$ cat src/rtl/core/rsb_pkg.sv
package rsb_pkg;

    // framebuffer limits
    localparam int unsigned MAX_PITCH  = 1024;
    localparam int unsigned MAX_HEIGHT = 1024;

    // field widths
    localparam int unsigned CFG_IDX_W  = 3;
    localparam int unsigned CFG_DATA_W = 11;
    localparam int unsigned CUR_W      = 22;
    localparam int unsigned COL_W      = 11;
    localparam int unsigned ADDR_W     = 20;

    // configuration register indexes
    localparam logic [CFG_IDX_W-1:0] REG_BLIT_MODE      = 3'd0;
    localparam logic [CFG_IDX_W-1:0] REG_HUE            = 3'd1;
    localparam logic [CFG_IDX_W-1:0] REG_VALUE_OFFSET   = 3'd2;
    localparam logic [CFG_IDX_W-1:0] REG_SURFACE_PITCH  = 3'd3;
    localparam logic [CFG_IDX_W-1:0] REG_SURFACE_HEIGHT = 3'd4;

    // register reset values
    localparam logic [CFG_DATA_W-1:0] PITCH_RST  = 11'd320;
    localparam logic [CFG_DATA_W-1:0] HEIGHT_RST = 11'd200;

    // item kinds
    localparam logic ITEM_START = 1'b0;
    localparam logic ITEM_DATA  = 1'b1;

    // stream byte codes
    localparam logic [7:0] CODE_SKIP_RUN = 8'd255;
    localparam logic [7:0] CODE_ROW_END  = 8'd254;
    localparam logic [7:0] CODE_SKIP_ONE = 8'd253;

    // clamp thresholds
    localparam logic [7:0] NIB_MAX  = 8'h0f;
    localparam logic [7:0] CLAMP_HI = 8'h1f;

    typedef enum logic [2:0] {
        BM_COPY     = 3'd0,
        BM_BLEND    = 3'd1,
        BM_HV_WRAP  = 3'd2,
        BM_HV_CLAMP = 3'd3,
        BM_HV_BLEND = 3'd4,
        BM_HALVE    = 3'd5,
        BM_BLACK    = 3'd6
    } blit_mode_t;

    function automatic logic [CFG_DATA_W-1:0] sat_pitch(input logic [CFG_DATA_W-1:0] v);
        return (v > CFG_DATA_W'(MAX_PITCH)) ? CFG_DATA_W'(MAX_PITCH) : v;
    endfunction

    function automatic logic [CFG_DATA_W-1:0] sat_height(input logic [CFG_DATA_W-1:0] v);
        return (v > CFG_DATA_W'(MAX_HEIGHT)) ? CFG_DATA_W'(MAX_HEIGHT) : v;
    endfunction

endpackage

$ cat src/rtl/core/rle_sprite_blitter_top.sv
// datapath: each input item passes through the input register and then the result register
//   before its result is offered on the result channel
// throughput: one item per cycle, sustained while the result side takes transfers
// the cursor and column update in one pass each cycle, start items use one 11x11 multiply
// reset: synchronous active-low aresetn clears valid flags, sprite state and
//   configuration (pitch 320, height 200, end bound 64000, all else zero)
module rle_sprite_blitter_top (
    input  logic                              aclk,
    input  logic                              aresetn,
    // configuration write channel
    input  logic                              cfg_valid,
    output logic                              cfg_ready,
    input  logic [rsb_pkg::CFG_IDX_W-1:0]     cfg_index,
    input  logic [rsb_pkg::CFG_DATA_W-1:0]    cfg_data,
    // input item channel
    input  logic                              s_valid,
    output logic                              s_ready,
    input  logic                              s_mode,
    input  logic signed [10:0]                s_origin_x,
    input  logic signed [10:0]                s_origin_y,
    input  logic [9:0]                        s_sprite_width,
    input  logic [7:0]                        s_data_byte,
    input  logic [7:0]                        s_dest_pixel,
    // result channel
    output logic                              m_valid,
    input  logic                              m_ready,
    output logic                              m_write_enable,
    output logic [rsb_pkg::ADDR_W-1:0]        m_write_address,
    output logic [7:0]                        m_write_data,
    output logic signed [rsb_pkg::CUR_W-1:0]  m_cursor_address,
    output logic                              m_stopped
);
    import rsb_pkg::*;

    // configuration registers
    logic [2:0]            blit_mode_reg;
    logic [3:0]            hue_reg;
    logic [7:0]            value_offset_reg;
    logic [CFG_DATA_W-1:0] pitch_reg;      // already saturated
    logic [CFG_DATA_W-1:0] height_reg;     // already saturated
    logic [CUR_W-1:0]      end_reg;        // pitch * height, kept alongside the config

    // input register
    logic                  in_valid_reg;
    logic                  in_mode_reg;
    logic signed [10:0]    in_ox_reg;
    logic signed [10:0]    in_oy_reg;
    logic [9:0]            in_width_reg;
    logic [7:0]            in_byte_reg;
    logic [7:0]            in_pixel_reg;

    // sprite state
    logic [CUR_W-1:0]      cursor_reg;
    logic [COL_W-1:0]      column_reg;
    logic [9:0]            row_width_reg;
    logic                  await_reg;
    logic                  halted_reg;

    // result register
    logic                  out_valid_reg;
    logic                  out_we_reg;
    logic [ADDR_W-1:0]     out_addr_reg;
    logic [7:0]            out_data_reg;
    logic [CUR_W-1:0]      out_cursor_reg;
    logic                  out_stopped_reg;

    // next values
    logic [CUR_W-1:0]      cursor_next;
    logic [COL_W-1:0]      column_next;
    logic [9:0]            row_width_next;
    logic                  await_next;
    logic                  halted_next;
    logic                  we_next;
    logic [ADDR_W-1:0]     addr_next;
    logic [7:0]            data_next;

    logic                  process;
    logic signed [22:0]    start_prod;
    logic [CUR_W-1:0]      start_addr;
    logic [7:0]            shaded;
    logic [CFG_DATA_W-1:0] wr_pitch;
    logic [CFG_DATA_W-1:0] wr_height;
    logic [CUR_W-1:0]      end_next;

    // the stage fires when the input register holds an item and the result register is free or being drained
    assign process   = in_valid_reg && (!out_valid_reg || m_ready);
    assign s_ready   = !in_valid_reg || process;
    assign cfg_ready = 1'b1;

    assign m_valid          = out_valid_reg;
    assign m_write_enable   = out_we_reg;
    assign m_write_address  = out_addr_reg;
    assign m_write_data     = out_data_reg;
    assign m_cursor_address = $signed(out_cursor_reg);
    assign m_stopped        = out_stopped_reg;

    // surface end bound follows each pitch or height write in the same edge
    always_comb begin
        wr_pitch  = pitch_reg;
        wr_height = height_reg;
        if (cfg_valid && cfg_index == REG_SURFACE_PITCH) begin
            wr_pitch = sat_pitch(cfg_data);
        end
        if (cfg_valid && cfg_index == REG_SURFACE_HEIGHT) begin
            wr_height = sat_height(cfg_data);
        end
        end_next = CUR_W'(wr_pitch * wr_height);
    end

    // start cursor: origin_y * pitch + origin_x, wrapped to the cursor width
    always_comb begin
        start_prod = in_oy_reg * $signed({1'b0, pitch_reg});
        start_addr = start_prod[CUR_W-1:0] + CUR_W'(in_ox_reg);
    end

    // pixel shading per blit mode
    always_comb begin
        logic [7:0] hv_sum;
        logic [3:0] hv_clamp;
        logic [4:0] blend_sum;
        logic [4:0] hv_blend_sum;
        hv_sum = {4'd0, in_byte_reg[3:0]} + value_offset_reg;
        if (hv_sum <= NIB_MAX) begin
            hv_clamp = hv_sum[3:0];
        end else if (hv_sum >= CLAMP_HI) begin
            hv_clamp = 4'd0;
        end else begin
            hv_clamp = 4'hf;
        end
        blend_sum    = {1'b0, in_pixel_reg[3:0]} + {1'b0, in_byte_reg[3:0]};
        hv_blend_sum = {1'b0, in_pixel_reg[3:0]} + {1'b0, hv_clamp};
        case (blit_mode_reg)
            BM_BLEND:    shaded = {in_byte_reg[7:4], blend_sum[4:1]};
            BM_HV_WRAP:  shaded = {hue_reg, 4'd0} | hv_sum;
            BM_HV_CLAMP: shaded = {hue_reg, hv_clamp};
            BM_HV_BLEND: shaded = {hue_reg, hv_blend_sum[4:1]};
            BM_HALVE:    shaded = {in_pixel_reg[7:4], 1'b0, in_pixel_reg[3:1]};
            BM_BLACK:    shaded = 8'd0;
            default:     shaded = in_byte_reg;   // copy, unused code copies too
        endcase
    end

    // cursor / column update for one item
    always_comb begin
        logic [COL_W-1:0] adv;
        logic             do_adv;
        logic             check;
        logic [CUR_W-1:0] cur_a;
        logic [COL_W-1:0] col_a;
        adv            = '0;
        do_adv         = 1'b0;
        check          = 1'b0;
        cursor_next    = cursor_reg;
        column_next    = column_reg;
        row_width_next = row_width_reg;
        await_next     = await_reg;
        halted_next    = halted_reg;
        we_next        = 1'b0;
        addr_next      = '0;
        data_next      = '0;
        cur_a          = cursor_reg;
        col_a          = column_reg;

        if (in_mode_reg == ITEM_START) begin
            cursor_next    = start_addr;
            column_next    = '0;
            row_width_next = in_width_reg;
            await_next     = 1'b0;
            halted_next    = 1'b0;
        end else if (!halted_reg) begin
            check = 1'b1;
            if (await_reg) begin
                // byte after a skip-run code is the run length
                await_next = 1'b0;
                adv        = COL_W'(in_byte_reg);
                do_adv     = 1'b1;
            end else if (in_byte_reg == CODE_SKIP_RUN) begin
                await_next = 1'b1;
                check      = 1'b0;
            end else if (in_byte_reg == CODE_ROW_END) begin
                if ({1'b0, row_width_reg} > column_reg) begin
                    adv    = {1'b0, row_width_reg} - column_reg;
                    do_adv = 1'b1;
                end
            end else if (in_byte_reg == CODE_SKIP_ONE) begin
                adv    = COL_W'(1);
                do_adv = 1'b1;
            end else if ($signed(cursor_reg) >= $signed(end_reg)) begin
                // opaque pixel past the surface end stops the sprite
                halted_next = 1'b1;
                check       = 1'b0;
            end else begin
                if (!cursor_reg[CUR_W-1]) begin
                    we_next   = 1'b1;
                    addr_next = cursor_reg[ADDR_W-1:0];
                    data_next = shaded;
                end
                adv    = COL_W'(1);
                do_adv = 1'b1;
            end

            if (do_adv) begin
                cur_a = cursor_reg + CUR_W'(adv);
                col_a = column_reg + adv;
            end

            // row wrap
            if (check && col_a >= {1'b0, row_width_reg}) begin
                cursor_next = cur_a + CUR_W'(pitch_reg) - CUR_W'(col_a);
                column_next = '0;
            end else begin
                cursor_next = cur_a;
                column_next = col_a;
            end
        end
    end

    always_ff @(posedge aclk) begin
        if (!aresetn) begin
            blit_mode_reg    <= '0;
            hue_reg          <= '0;
            value_offset_reg <= '0;
            pitch_reg        <= PITCH_RST;
            height_reg       <= HEIGHT_RST;
            end_reg          <= CUR_W'(PITCH_RST * HEIGHT_RST);
        end else if (cfg_valid && cfg_ready) begin
            unique case (cfg_index)
                REG_BLIT_MODE:      blit_mode_reg    <= cfg_data[2:0];
                REG_HUE:            hue_reg          <= cfg_data[3:0];
                REG_VALUE_OFFSET:   value_offset_reg <= cfg_data[7:0];
                REG_SURFACE_PITCH:  pitch_reg        <= wr_pitch;
                REG_SURFACE_HEIGHT: height_reg       <= wr_height;
                default: ;
            endcase
            end_reg <= end_next;
        end
    end

    // input register
    always_ff @(posedge aclk) begin
        if (!aresetn) begin
            in_valid_reg <= 1'b0;
        end else if (s_valid && s_ready) begin
            in_valid_reg <= 1'b1;
        end else if (process) begin
            in_valid_reg <= 1'b0;
        end
    end

    always_ff @(posedge aclk) begin
        if (s_valid && s_ready) begin
            in_mode_reg  <= s_mode;
            in_ox_reg    <= s_origin_x;
            in_oy_reg    <= s_origin_y;
            in_width_reg <= s_sprite_width;
            in_byte_reg  <= s_data_byte;
            in_pixel_reg <= s_dest_pixel;
        end
    end

    // sprite state and result valid
    always_ff @(posedge aclk) begin
        if (!aresetn) begin
            cursor_reg    <= '0;
            column_reg    <= '0;
            row_width_reg <= '0;
            await_reg     <= 1'b0;
            halted_reg    <= 1'b0;
            out_valid_reg <= 1'b0;
        end else if (process) begin
            cursor_reg    <= cursor_next;
            column_reg    <= column_next;
            row_width_reg <= row_width_next;
            await_reg     <= await_next;
            halted_reg    <= halted_next;
            out_valid_reg <= 1'b1;
        end else if (m_ready) begin
            out_valid_reg <= 1'b0;
        end
    end

    // result payload
    always_ff @(posedge aclk) begin
        if (process) begin
            out_we_reg      <= we_next;
            out_addr_reg    <= addr_next;
            out_data_reg    <= data_next;
            out_cursor_reg  <= cursor_next;
            out_stopped_reg <= halted_next;
        end
    end

endmodule
$ cat config.mk
export PLATFORM = sky130hd
export DESIGN_NAME = rle_sprite_blitter_top
export DESIGN_NICKNAME = d
export VERILOG_FILES = /design/src/rtl/core/rsb_pkg.sv /design/src/rtl/core/rle_sprite_blitter_top.sv
export SDC_FILE = /design/constraint.sdc
export NUM_CORES = 1
export LEC_CHECK = 0
export BUFFER_PORTS_ARGS = -buffer_cell sky130_fd_sc_hd__buf_2
export CORE_MARGIN = 2
export CORE_UTILIZATION = 60
export DETAILED_ROUTE_END_ITERATION = 6
export PLACE_DENSITY = 0.87
export REMOVE_ABC_BUFFERS = 1
export SLEW_MARGIN = 5
export SYNTH_ARGS = -nofsm -noshare
export SYNTH_HDL_FRONTEND = slang
export SYNTH_SLANG_ARGS = --single-unit
export TNS_END_PERCENT = 5
$ cat constraint.sdc
create_clock -name aclk -period 18.7 [get_ports aclk]
set_input_delay 1.87 -clock aclk [delete_from_list [all_inputs] [get_ports aclk]]
set_output_delay 1.87 -clock aclk [all_outputs]
set_load 0.02 [all_outputs]
# After elaboration in Yosys (flattened, before gate mapping)
# Cells that the tools add are included.
[op_classes] add_sub_neg=9 multipliers=2 n_lt_le_gt_ge=6 eq_ne=14 mux=55 n_bitwise=2 reduce_logical=21
[ops] cell="$mux W11" n=15
[ops] cell="$mux W22" n=6
[ops] cell="$pmux W8 S6" n=1
[ops] cell="$add A22 B11 Y22" n=2
[ops] cell="$mux W1" n=31
[ops] cell="$eq A8 B8 Y1 const B" n=3
[ops] cell="$add A22 B22 Y22" n=1
[ops] cell="$ge A22 B22 Y1" n=1
[ops] cell="$mul A11 B11 Y22" n=1
[ops] cell="$mul A11 B12 Y22" n=1
[ops] cell="$sub A22 B11 Y22" n=1
[ops] cell="$reduce_and A2 Y1" n=7
[ops] cell="$eq A3 B2 Y1 const B" n=4
[ops] cell="$eq A3 B3 Y1 const B" n=4
[ops] cell="$add A11 B11 Y11" n=1
[ops] cell="$ge A11 B10 Y1" n=1
[ops] cell="$gt A10 B11 Y1" n=1
[ops] cell="$gt A11 B11 Y1 const B" n=1
[ops] cell="$sub A10 B11 Y11" n=1
[ops] cell="$add A4 B4 Y5" n=2
[ops] cell="$add A4 B8 Y8" n=1
[ops] cell="$ge A8 B5 Y1 const B" n=1
[ops] cell="$le A8 B4 Y1 const B" n=1
[ops] cell="$mux W4" n=2
[ops] cell="11 further kinds" n=19
[totals] ff_bits=207 wordCells=133

# Logic depth before layout (Yosys ltp)
# Gate-level depths: netlist of the first run.
[logic_depth] word_depth=17 ltp_mapped=36 mapped_depth_nobuf=33

# Least setup slack after synthesis of the first run
# OpenSTA, ideal clock, no wires.
[synth_timing] kind="in2reg" start="input port cfg_valid" end="register end_reg[21]" setup_time_ns=0.132 arrival_time_ns=7.720 required_time_ns=18.568 path_slack_ns=10.848 path_stages=24 cell_sequence="clkbuf_1 -> inv_1 -> nor2_1 -> nand3_1 -> clkbuf_1 -> buf_1 -> o21ai_1 -> nand2_1 -> fa_1 -> fa_1 -> inv_1 -> fa_1 -> inv_1 -> fa_1 -> fa_1 -> inv_1 -> ha_1 -> a21o_1 -> o2111ai_1 -> a31oi_1 -> a41o_1 -> o41a_1 -> xnor2_1 -> a21oi_1"
[synth_between] elab_chain_cells=3
[synth_lines] element="start: declaration" line_no="rle_sprite_blitter_top.sv:11" text="input logic cfg_valid,"
[synth_lines] element="$logic_and A1 B1 Y1 (on tied branches)" line_no="rle_sprite_blitter_top.sv:101, rle_sprite_blitter_top.sv:104"
[synth_lines] element="$mux W11 (on tied branches)" line_no="rle_sprite_blitter_top.sv:101, rle_sprite_blitter_top.sv:104"
[synth_lines] element="$mul A11 B11 Y22" line_no="rle_sprite_blitter_top.sv:107" text="end_next = CUR_W'(wr_pitch * wr_height);"
[synth_lines] element="end signal: assignment" line_no="rle_sprite_blitter_top.sv:225" text="end_reg <= CUR_W'(PITCH_RST * HEIGHT_RST);"
[synth_lines] element="end signal: assignment" line_no="rle_sprite_blitter_top.sv:235" text="end_reg <= end_next;"
[synth_lines] element="end: declaration" line_no="rle_sprite_blitter_top.sv:41" text="logic [CUR_W-1:0] end_reg;"
# Parallel ways exist; a longest one is shown, timed or not.
# A chain may end at the register's enable or synchronous reset.

# Final worst setup path of the first run
[layout_timing] start="register column_reg[1]" end="register out_cursor_reg[21], in the netlist m_cursor_address[21], data pin"
[layout_between] elab_chain_cells=16
[layout_lines] element="start: declaration" line_no="rle_sprite_blitter_top.sv:54" text="logic [COL_W-1:0] column_reg;"
[layout_lines] element="start signal: assignment" line_no="rle_sprite_blitter_top.sv:272" text="column_reg <= column_next;"
[layout_lines] element="$sub A10 B11 Y11 / $gt A10 B11 Y1 (equally long branches)" line_no="rle_sprite_blitter_top.sv:182, rle_sprite_blitter_top.sv:181"
[layout_lines] element="$mux W11" line_no="rle_sprite_blitter_top.sv:181" text="if ({1'b0, row_width_reg} > column_reg) begin"
[layout_lines] element="$mux W11" line_no="rle_sprite_blitter_top.sv:180" text="end else if (in_byte_reg == CODE_ROW_END) begin"
[layout_lines] element="$mux W11" line_no="rle_sprite_blitter_top.sv:177" text="end else if (in_byte_reg == CODE_SKIP_RUN) begin"
[layout_lines] element="$mux W11" line_no="rle_sprite_blitter_top.sv:172" text="if (await_reg) begin"
[layout_lines] element="$mux W11" line_no="rle_sprite_blitter_top.sv:170" text="end else if (!halted_reg) begin"
[layout_lines] element="$mux W11" line_no="rle_sprite_blitter_top.sv:164" text="if (in_mode_reg == ITEM_START) begin"
[layout_lines] element="$add A22 B11 Y22 / $add A11 B11 Y11 (equally long branches)" line_no="rle_sprite_blitter_top.sv:203, rle_sprite_blitter_top.sv:204"
[layout_lines] element="$mux W22 / $mux W11 (equally long branches)" line_no="rle_sprite_blitter_top.sv:202" text="if (do_adv) begin"
[layout_lines] element="$mux W22 / $mux W11 (equally long branches)" line_no="rle_sprite_blitter_top.sv:170"
[layout_lines] element="$mux W22 / $mux W11 (equally long branches)" line_no="rle_sprite_blitter_top.sv:164"
[layout_lines] element="$add A22 B11 Y22 / $ge A11 B10 Y1 (equally long branches)" line_no="rle_sprite_blitter_top.sv:209, rle_sprite_blitter_top.sv:208"
[layout_lines] element="$sub A22 B11 Y22 / $logic_and A1 B1 Y1 (equally long branches)" line_no="rle_sprite_blitter_top.sv:209, rle_sprite_blitter_top.sv:208"
[layout_lines] element="$mux W22 (*)" line_no="rle_sprite_blitter_top.sv:208" text="if (check && col_a >= {1'b0, row_width_reg}) begin"
[layout_lines] element="$mux W22 (*)" line_no="rle_sprite_blitter_top.sv:170"
[layout_lines] element="$mux W22 (*)" line_no="rle_sprite_blitter_top.sv:164"
[layout_lines] element="named net cursor_next[21]" line_no="rle_sprite_blitter_top.sv:68" text="logic [CUR_W-1:0] cursor_next;"
[layout_lines] element="end signal: assignment" line_no="rle_sprite_blitter_top.sv:288" text="out_cursor_reg <= cursor_next;"
[layout_lines] element="end: declaration" line_no="rle_sprite_blitter_top.sv:64" text="logic [CUR_W-1:0] out_cursor_reg;"
# The timed path passes the listed nets; every way through them passes the cells marked *. The select of a mux whose other input is x is not followed.

==> key figures, run 1 <==
Run status
  • Status: complete, no violations

Power and ir drop
  • P_int: 1.340 mW
  • P_sw: 1.043 mW
  • Overall power: 2.383 mW
  • Clock network power share: 21.1%
  • Seq pwr share: 24.3%
  • Leakage: 10.68 nW
  • Switching Share: 43.77%
  • Combinational power share: 54.6%
  • P per Cell Area: 103.0 nW/um2
  • Max VDD drop: 0.09107 mV

Cells and area
  • Fill cell count: 2,804
  • Nets: 2,998
  • Finished Layout Cells: 2,998
  • Commonest cells after routing, fill and taps aside: 350 x inv_1, 304 x nand2_1, 215 x ha_1
  • Area grow syn2layout: 8.542%
  • Most common cell after layout, fill and taps aside: inv_1
  • Layout cells sized above 1: 8.829%
  • N_diodes: 0

STA
  • Worst Clk Skew: 0.01719 ns
  • Final Setup Violations: 0
  • Tmin final: 8.718 ns
  • Fmax: 114.7 MHz
  • Slew margin rel.: 14.82%
  • PnR worst setup slack: 9.982 ns
  • RSZ-0062 raised after global routing: no
  • Slew Viols, Final: 0
  • Worst-Margin Slew: 1.278 ns
  • Final worst-path cycle share: 46.62%
  • Setup TNS: 0 ns
  • Hold Vio Cnt, Final: 0

Global route
  • Initial antenna violation count: 0
  • GR Overflow Total: 0
  • First-pass GRT wire length: 91.51 mm
  • Tot GR Track Use: 31.40%
  • Vias in the first global route: 18,465
  • Largest net degree at the start of global routing: 63

Routing
  • TritonRoute pass-1 iters: 6
  • Total Wirelength: 57.01 mm
  • Post-route ant nets: 0
  • Via-per-instance ratio: 6.009
  • Drt drc: 0
  • Iteration-0 DRC Markers: 1,361
  • DR WL/cell: 19.02 um
  • Vias: 18,015

Critical path
  • Worst path slowest cell: o21ai_0
  • Biggest cell delay along the critical path: 0.56 ns
  • Most frequent CP cell: a21oi_1
  • CP delay by family, top: compound AO/OA/AOI/OAI gates
  • WP buf/inv: 1
  • Setup CP Type: reg2reg
  • R2r setup slk: 9.98 ns
  • Critical Path Sink Type: register
  • Worst setup SP type: register
  • WP data arrival: 8.99 ns
  • CP required: 18.97 ns
  • Crit Path Max Fanout: 8

Floorplan
  • Initial core utilization: 60.36%
  • Die width: 192.5 um
  • # IOs: 123
  • Die area: 37,040 um2
  • CORE AREA: 35,310 um2
  • Row count: 69
  • Die Y: 192.5 um

Clock tree
  • Clock-pin slew on the worst setup and hold paths: 0.06 ns
  • CTS tree: built
  • Cts repair resizes: 0
  • Hold_buf cts: 0
  • Clock buffer depth: 3
  • Root buffer cell: clkbuf_16
  • CTS Sinks: 207
  • Setup bufs post-CTS: 0
  • Clock latency on the worst-skew pair: 0.56 ns
  • Clock buffer count from CTS: 26
  • H-tree depth: 1

Synth
  • Sequential area share after synthesis: 24.19%
  • Synth Cell Area: 21,310 um2
  • Distinct cells, synth: 84
  • YS warnings: 0
  • Synth Area per Inst: 8.731 um2
  • Dominant synthesized flop cell: dfxtp_1
  • Seq cells post-synth: 207
  • Number of enable flip-flop cells after synthesis: 101
  • Asr flop ratio synth: 0%
  • Syn Inst Count: 2,441

Place
  • Port bufs: 121
  • GP Congestion: 0.9640
  • Detailed Place HPWL: 43.68 mm
  • Placement Setup Slack: 9.747 ns
  • Placed insts: 2,950

Job
  • Max cap viols: 0

Min path
  • Hold Crit Class: reg2reg
[final timing paths]
check,endpoint,cells past startpoint,startpoint
setup / recovery,m_cursor_address[21],32,column_reg[1]
hold / removal,row_width_reg[8],2,row_width_reg[8]
setup reg to reg,m_cursor_address[21],32,column_reg[1]
hold reg to reg,row_width_reg[8],2,row_width_reg[8]
[cells by family after synthesis]
group	count (synthesis)	share of synthesized area (%)
flops	207	24.19
mux	48	2.295
compound gates	433	13.27
xor+xnor	94	3.863
buf+inv	448	7.943
other cells	1	0.01759
simple gates	794	17.06
fa+ha+maj	416	31.36
[power groups by stage]
stage / Clock (mW) / Sequential, mW / Combinational, mW
floorplan: 0 / 0.594 / 0.927
global placement: 0 / 0.585 / 1.22
detailed placement: 0 / 0.586 / 1.26
CTS: 0.510 / 0.577 / 1.28
global route: 0.528 / 0.582 / 1.43
finish: 0.502 / 0.580 / 1.30
[tightest hold or removal path, cell delays in order (launching register included)]
cell and delay, ns:
dfxtp_1 0.32, nand2_1 0.06, a21oi_1 0.05
[layout make-up]
class / instances / area [um2] / area share [%]
Tap cell: 461 / 576.8 / 2.493
Clock buffer: 32 / 683.2 / 2.953
Timing Repair Buffer: 142 / 763.2 / 3.299
Sequential cell: 207 / 5155 / 22.28
Multi-Input combinational cell: 1786 / 14470 / 62.53
Inverter: 354 / 1330 / 5.749
Clock inverter: 16 / 158.9 / 0.6869
[routing by layer]
| layer | vias to the layer above | track usage (%) | share of wire [%] |
|---|---|---|---|
| met5 | - | 0 | 0 |
| met4 | 0 | 15.41 | 4.9 |
| li1 | 8255 | - | - |
| met1 | 8689 | 39.58 | 39 |
| met3 | 199 | 4.437 | 8.7 |
| met2 | 872 | 53.03 | 47 |
[synth_stat cells, types with 5 or more instances]
library cell | number | area share, %
xor2_1 | 35 | 1.4
clkbuf_1 | 78 | 1.4
o211ai_1 | 12 | 0.42
a21o_1 | 25 | 0.88
nand3_1 | 33 | 0.77
dfxtp_1 | 106 | 10
o21ai_1 | 20 | 0.47
nand2b_1 | 43 | 1.3
and3_1 | 15 | 0.44
buf_1 | 11 | 0.19
nor2b_1 | 26 | 0.76
o2111ai_1 | 5 | 0.21
nor4_1 | 14 | 0.41
a21oi_1 | 127 | 3.0
and2_1 | 74 | 2.2
o21a_1 | 25 | 0.88
nor2_1 | 211 | 3.7
nand4_1 | 8 | 0.23
or3_1 | 9 | 0.26
fa_1 | 198 | 19
o31ai_1 | 8 | 0.28
mux2i_1 | 41 | 1.9
edfxtp_1 | 101 | 14
xnor2_1 | 59 | 2.4
mux2_2 | 7 | 0.37
o221a_2 | 5 | 0.26
a31oi_1 | 16 | 0.47
nand2_1 | 304 | 5.4
ha_1 | 215 | 13
a211oi_1 | 13 | 0.46
o21ba_2 | 6 | 0.28
o21ai_0 | 86 | 2.0
nor3_1 | 34 | 0.80
a311oi_1 | 6 | 0.25
o21bai_1 | 7 | 0.25
o22ai_1 | 6 | 0.18
or2_2 | 6 | 0.18
inv_1 | 351 | 6.2
[through the flow]
step / hold slack [ns] / area (um2) / utilization, %
6_report: 0.4832 / 23130 / 65.52
4_1_cts: 0.4838 / 23130 / 65.52
5_1_grt: 0.5073 / 23130 / 65.52
3_5_place_dp: 0.4754 / 22290 / 63.13
2_1_floorplan: 0.4391 / 20950 / -
3_3_place_gp: 0.4610 / 22290 / 63.13
(Power assumes the default switching activity.)
==> run 2: changes to the inputs <==
- CORE_UTILIZATION: 60 -> 57
- PLACE_DENSITY: 0.87 -> 0.86
- clock period: 18.7 -> 7.41 ns (I/O delays scaled with it)
==> key figures, run 2 (same netlist as run 1, synthesis figures left out) <==
STA
  • Slew Viols, Final: 0 (unchanged)
  • Tmin final: 7.161 ns (was 8.718 ns)
  • Setup TNS: 0 ns (unchanged)
  • Smallest hold slack: 0.3523 ns (was 0.4832 ns)
  • Fmax: 139.7 MHz (was 114.7 MHz)
  • Final Setup Violations: 0 (unchanged)
  • Worst Clk Skew: 0.01317 ns (was 0.01719 ns)
  • Worst-Margin Slew: 1.196 ns (was 1.278 ns)
  • Final worst-path cycle share: 96.64% (was 46.62%)
  • Slew margin rel.: 19.75% (was 14.82%)
  • Hold Vio Cnt, Final: 0 (unchanged)

Cells and area
  • Nets: 3,099 (was 2,998)
  • Area grow syn2layout: 13.76% (was 8.542%)
  • Commonest cells after routing, fill and taps aside: 347 x inv_1, 303 x nand2_1, 209 x nor2_1 (was 350 x inv_1, 304 x nand2_1, 215 x ha_1)
  • Fin area: 24,250 um2 (was 23,130 um2)
  • Fill cell count: 2,923 (was 2,804)
  • Most common cell after layout, fill and taps aside: inv_1 (unchanged)
  • Layout cells sized above 1: 14.64% (was 8.829%)

Clock tree
  • CTS tree: built (unchanged)
  • H-tree depth: 1 (unchanged)
  • Clock buffer depth: 3 (unchanged)
  • CTS Sinks: 207 (unchanged)
  • Hold_buf cts: 0 (unchanged)
  • Clock latency on the worst-skew pair: 0.57 ns (was 0.56 ns)
  • Root buffer cell: clkbuf_16 (unchanged)
  • Clock buffer count from CTS: 25 (was 26)
  • Clock-pin slew on the worst setup and hold paths: 0.07 ns (was 0.06 ns)

Critical path
  • Reg-to-reg endpoint: m_cursor_address[21] (unchanged)
  • Critical Path Sink Type: register (unchanged)
  • R2r setup slk: 0.25 ns (was 9.98 ns)
  • CP required: 7.72 ns (was 18.97 ns)
  • Worst setup path start: end_reg[12] (was column_reg[1])
  • R2r startpoint: end_reg[12] (was column_reg[1])
  • Worst setup SP type: register (unchanged)
  • Biggest cell delay along the critical path: 0.42 ns (was 0.56 ns)
  • Worst path slowest cell: fa_1 (was o21ai_0)
  • WP data arrival: 7.47 ns (was 8.99 ns)
  • Setup CP Type: reg2reg (unchanged)
  • Reg2reg path depth: 30 (was 32)
  • Most frequent CP cell: a21oi_2 (was a21oi_1)
  • Crit Path Max Fanout: 4 (was 8)

Min path
  • WHS Path Cells: 1 (was 2)
  • Worst min-delay path startpoint: s_sprite_width[3] (was row_width_reg[8])
  • Hold Crit Class: in2reg (was reg2reg)
  • WHS Endpoint: in_width_reg[3] (was row_width_reg[8])

Routing
  • Iteration-0 DRC Markers: 1,300 (was 1,361)
  • TritonRoute pass-1 iters: 5 (was 6)
  • Vias: 18,286 (was 18,015)
  • Via-per-instance ratio: 5.889 (was 6.009)
  • Total Wirelength: 61.41 mm (was 57.01 mm)
  • Drt drc: 0 (unchanged)
  • DR WL/cell: 19.78 um (was 19.02 um)
  • Post-route ant nets: 0 (unchanged)

Power and ir drop
  • Max VDD drop: 0.1835 mV (was 0.09107 mV)
  • Overall power: 6.485 mW (was 2.383 mW)
  • P per Cell Area: 267.5 nW/um2 (was 103.0 nW/um2)
  • Leakage: 11.26 nW (was 10.68 nW)

Run status
  • Status: complete, no violations (unchanged)

Place
  • Detailed Place HPWL: 47.01 mm (was 43.68 mm)
  • GP Congestion: 0.9902 (was 0.9640)
  • Port bufs: 121 (unchanged)
  • Cell area after placement: 22,970 um2 (was 22,290 um2)

Global route
  • Vias in the first global route: 18,741 (was 18,465)
  • First-pass GRT wire length: 98.18 mm (was 91.51 mm)
  • Initial antenna violation count: 1 (was 0)
  • GR Overflow Total: 0 (unchanged)
  • Largest net degree at the start of global routing: 53 (was 63)
  • Tot GR Track Use: 32.13% (was 31.40%)

Floorplan
  • # IOs: 123 (unchanged)
  • CORE AREA: 36,700 um2 (was 35,310 um2)
  • Die width: 197.4 um (was 192.5 um)
  • Row count: 70 (was 69)
  • Initial core utilization: 58.08% (was 60.36%)
  • Die area: 38,950 um2 (was 37,040 um2)
  • Die Y: 197.4 um (was 192.5 um)

Job
  • Max cap viols: 0 (unchanged)
-- run 2: changes by cell type in the layout (fill, tap and decap cells not counted), moves of 6 or more --
cell	previous run	this run
buf_4	21	123
a21oi_1	127	112
a21oi_2	1	15
ha_1	215	202
ha_4	0	8
dfxtp_1	106	100
dfxtp_2	0	6
-- run 2: timing repair --
| item | CTS | global route |
|---|---|---|
| endpoints found under the setup margin | 2 | 52 |
| resized for setup | 3 | 63 |
| pin swaps | 0 | 43 |
| setup buffers | 0 | 13 |
-- run 2: power breakdown --
part           total (mW)  leakage [nW]  switching [mW]  internal (mW)
combinational        3.76          8.98            2.23           1.54
sequential           1.42          1.84          0.0652           1.35
clock                1.31         0.432           0.547          0.758
total                6.49          11.3            2.84           3.65
-- run 2: worst max-delay path: cells and delay by family, from the launching register on --
kind	cells	cell delay, ns
xor+xnor	2	0.25
compound gates	11	2.36
simple gates	8	1.64
flops	1	0.34
mux	1	0.29
fa+ha+maj	5	1.62
buf+inv	3	0.40
-- run 2: how the worst max path moves through the flow --
stage	endpoint	slack (ns)	depth (start not counted)
finish	m_cursor_address[21]	0.25	30
global route	m_cursor_address[21]	-0.22	34
CTS	m_cursor_address[21]	0.006	33
detailed placement	m_cursor_address[21]	-0.13	32
global placement	m_cursor_address[21]	0.04	33
floorplan	m_cursor_address[21]	-0.31	30
-- run 2: cell type report --
cell class                 instances  area, um2  area share [%]
clock inverter                    12      125.1          0.5160
sequential                       207       5162           21.29
clock buffer                      33      749.5           3.091
antenna                            1      2.502         0.01032
tap                              468      585.6           2.415
timing repair buffer             244       1529           6.306
multi-input combinational       1786      14760           60.88
inverter                         354       1330           5.486
-- run 2: stage by stage --
| stage | utilization, % | setup WS (ns) | instances |
|---|---|---|---|
| 2_1_floorplan | - | -0.3098 | 2347 |
| 3_3_place_gp | 62.59 | 0.04472 | 3046 |
| 3_5_place_dp | 62.59 | -0.1259 | 3046 |
| 4_1_cts | 65.01 | 0.006196 | 3091 |
| 5_1_grt | 66.06 | -0.2162 | 3104 |
| 6_report | 66.07 | 0.2493 | 3105 |
-- run 2: per-layer routing --
metal  global-route usage, %  vias up  share of wire [%]
li1                        -     8452                  -
met1                   40.83     8849                 40
met2                   54.73      811                 47
met3                   5.020      174                8.3
met4                   13.31        0                4.7
met5                       0        -                  0
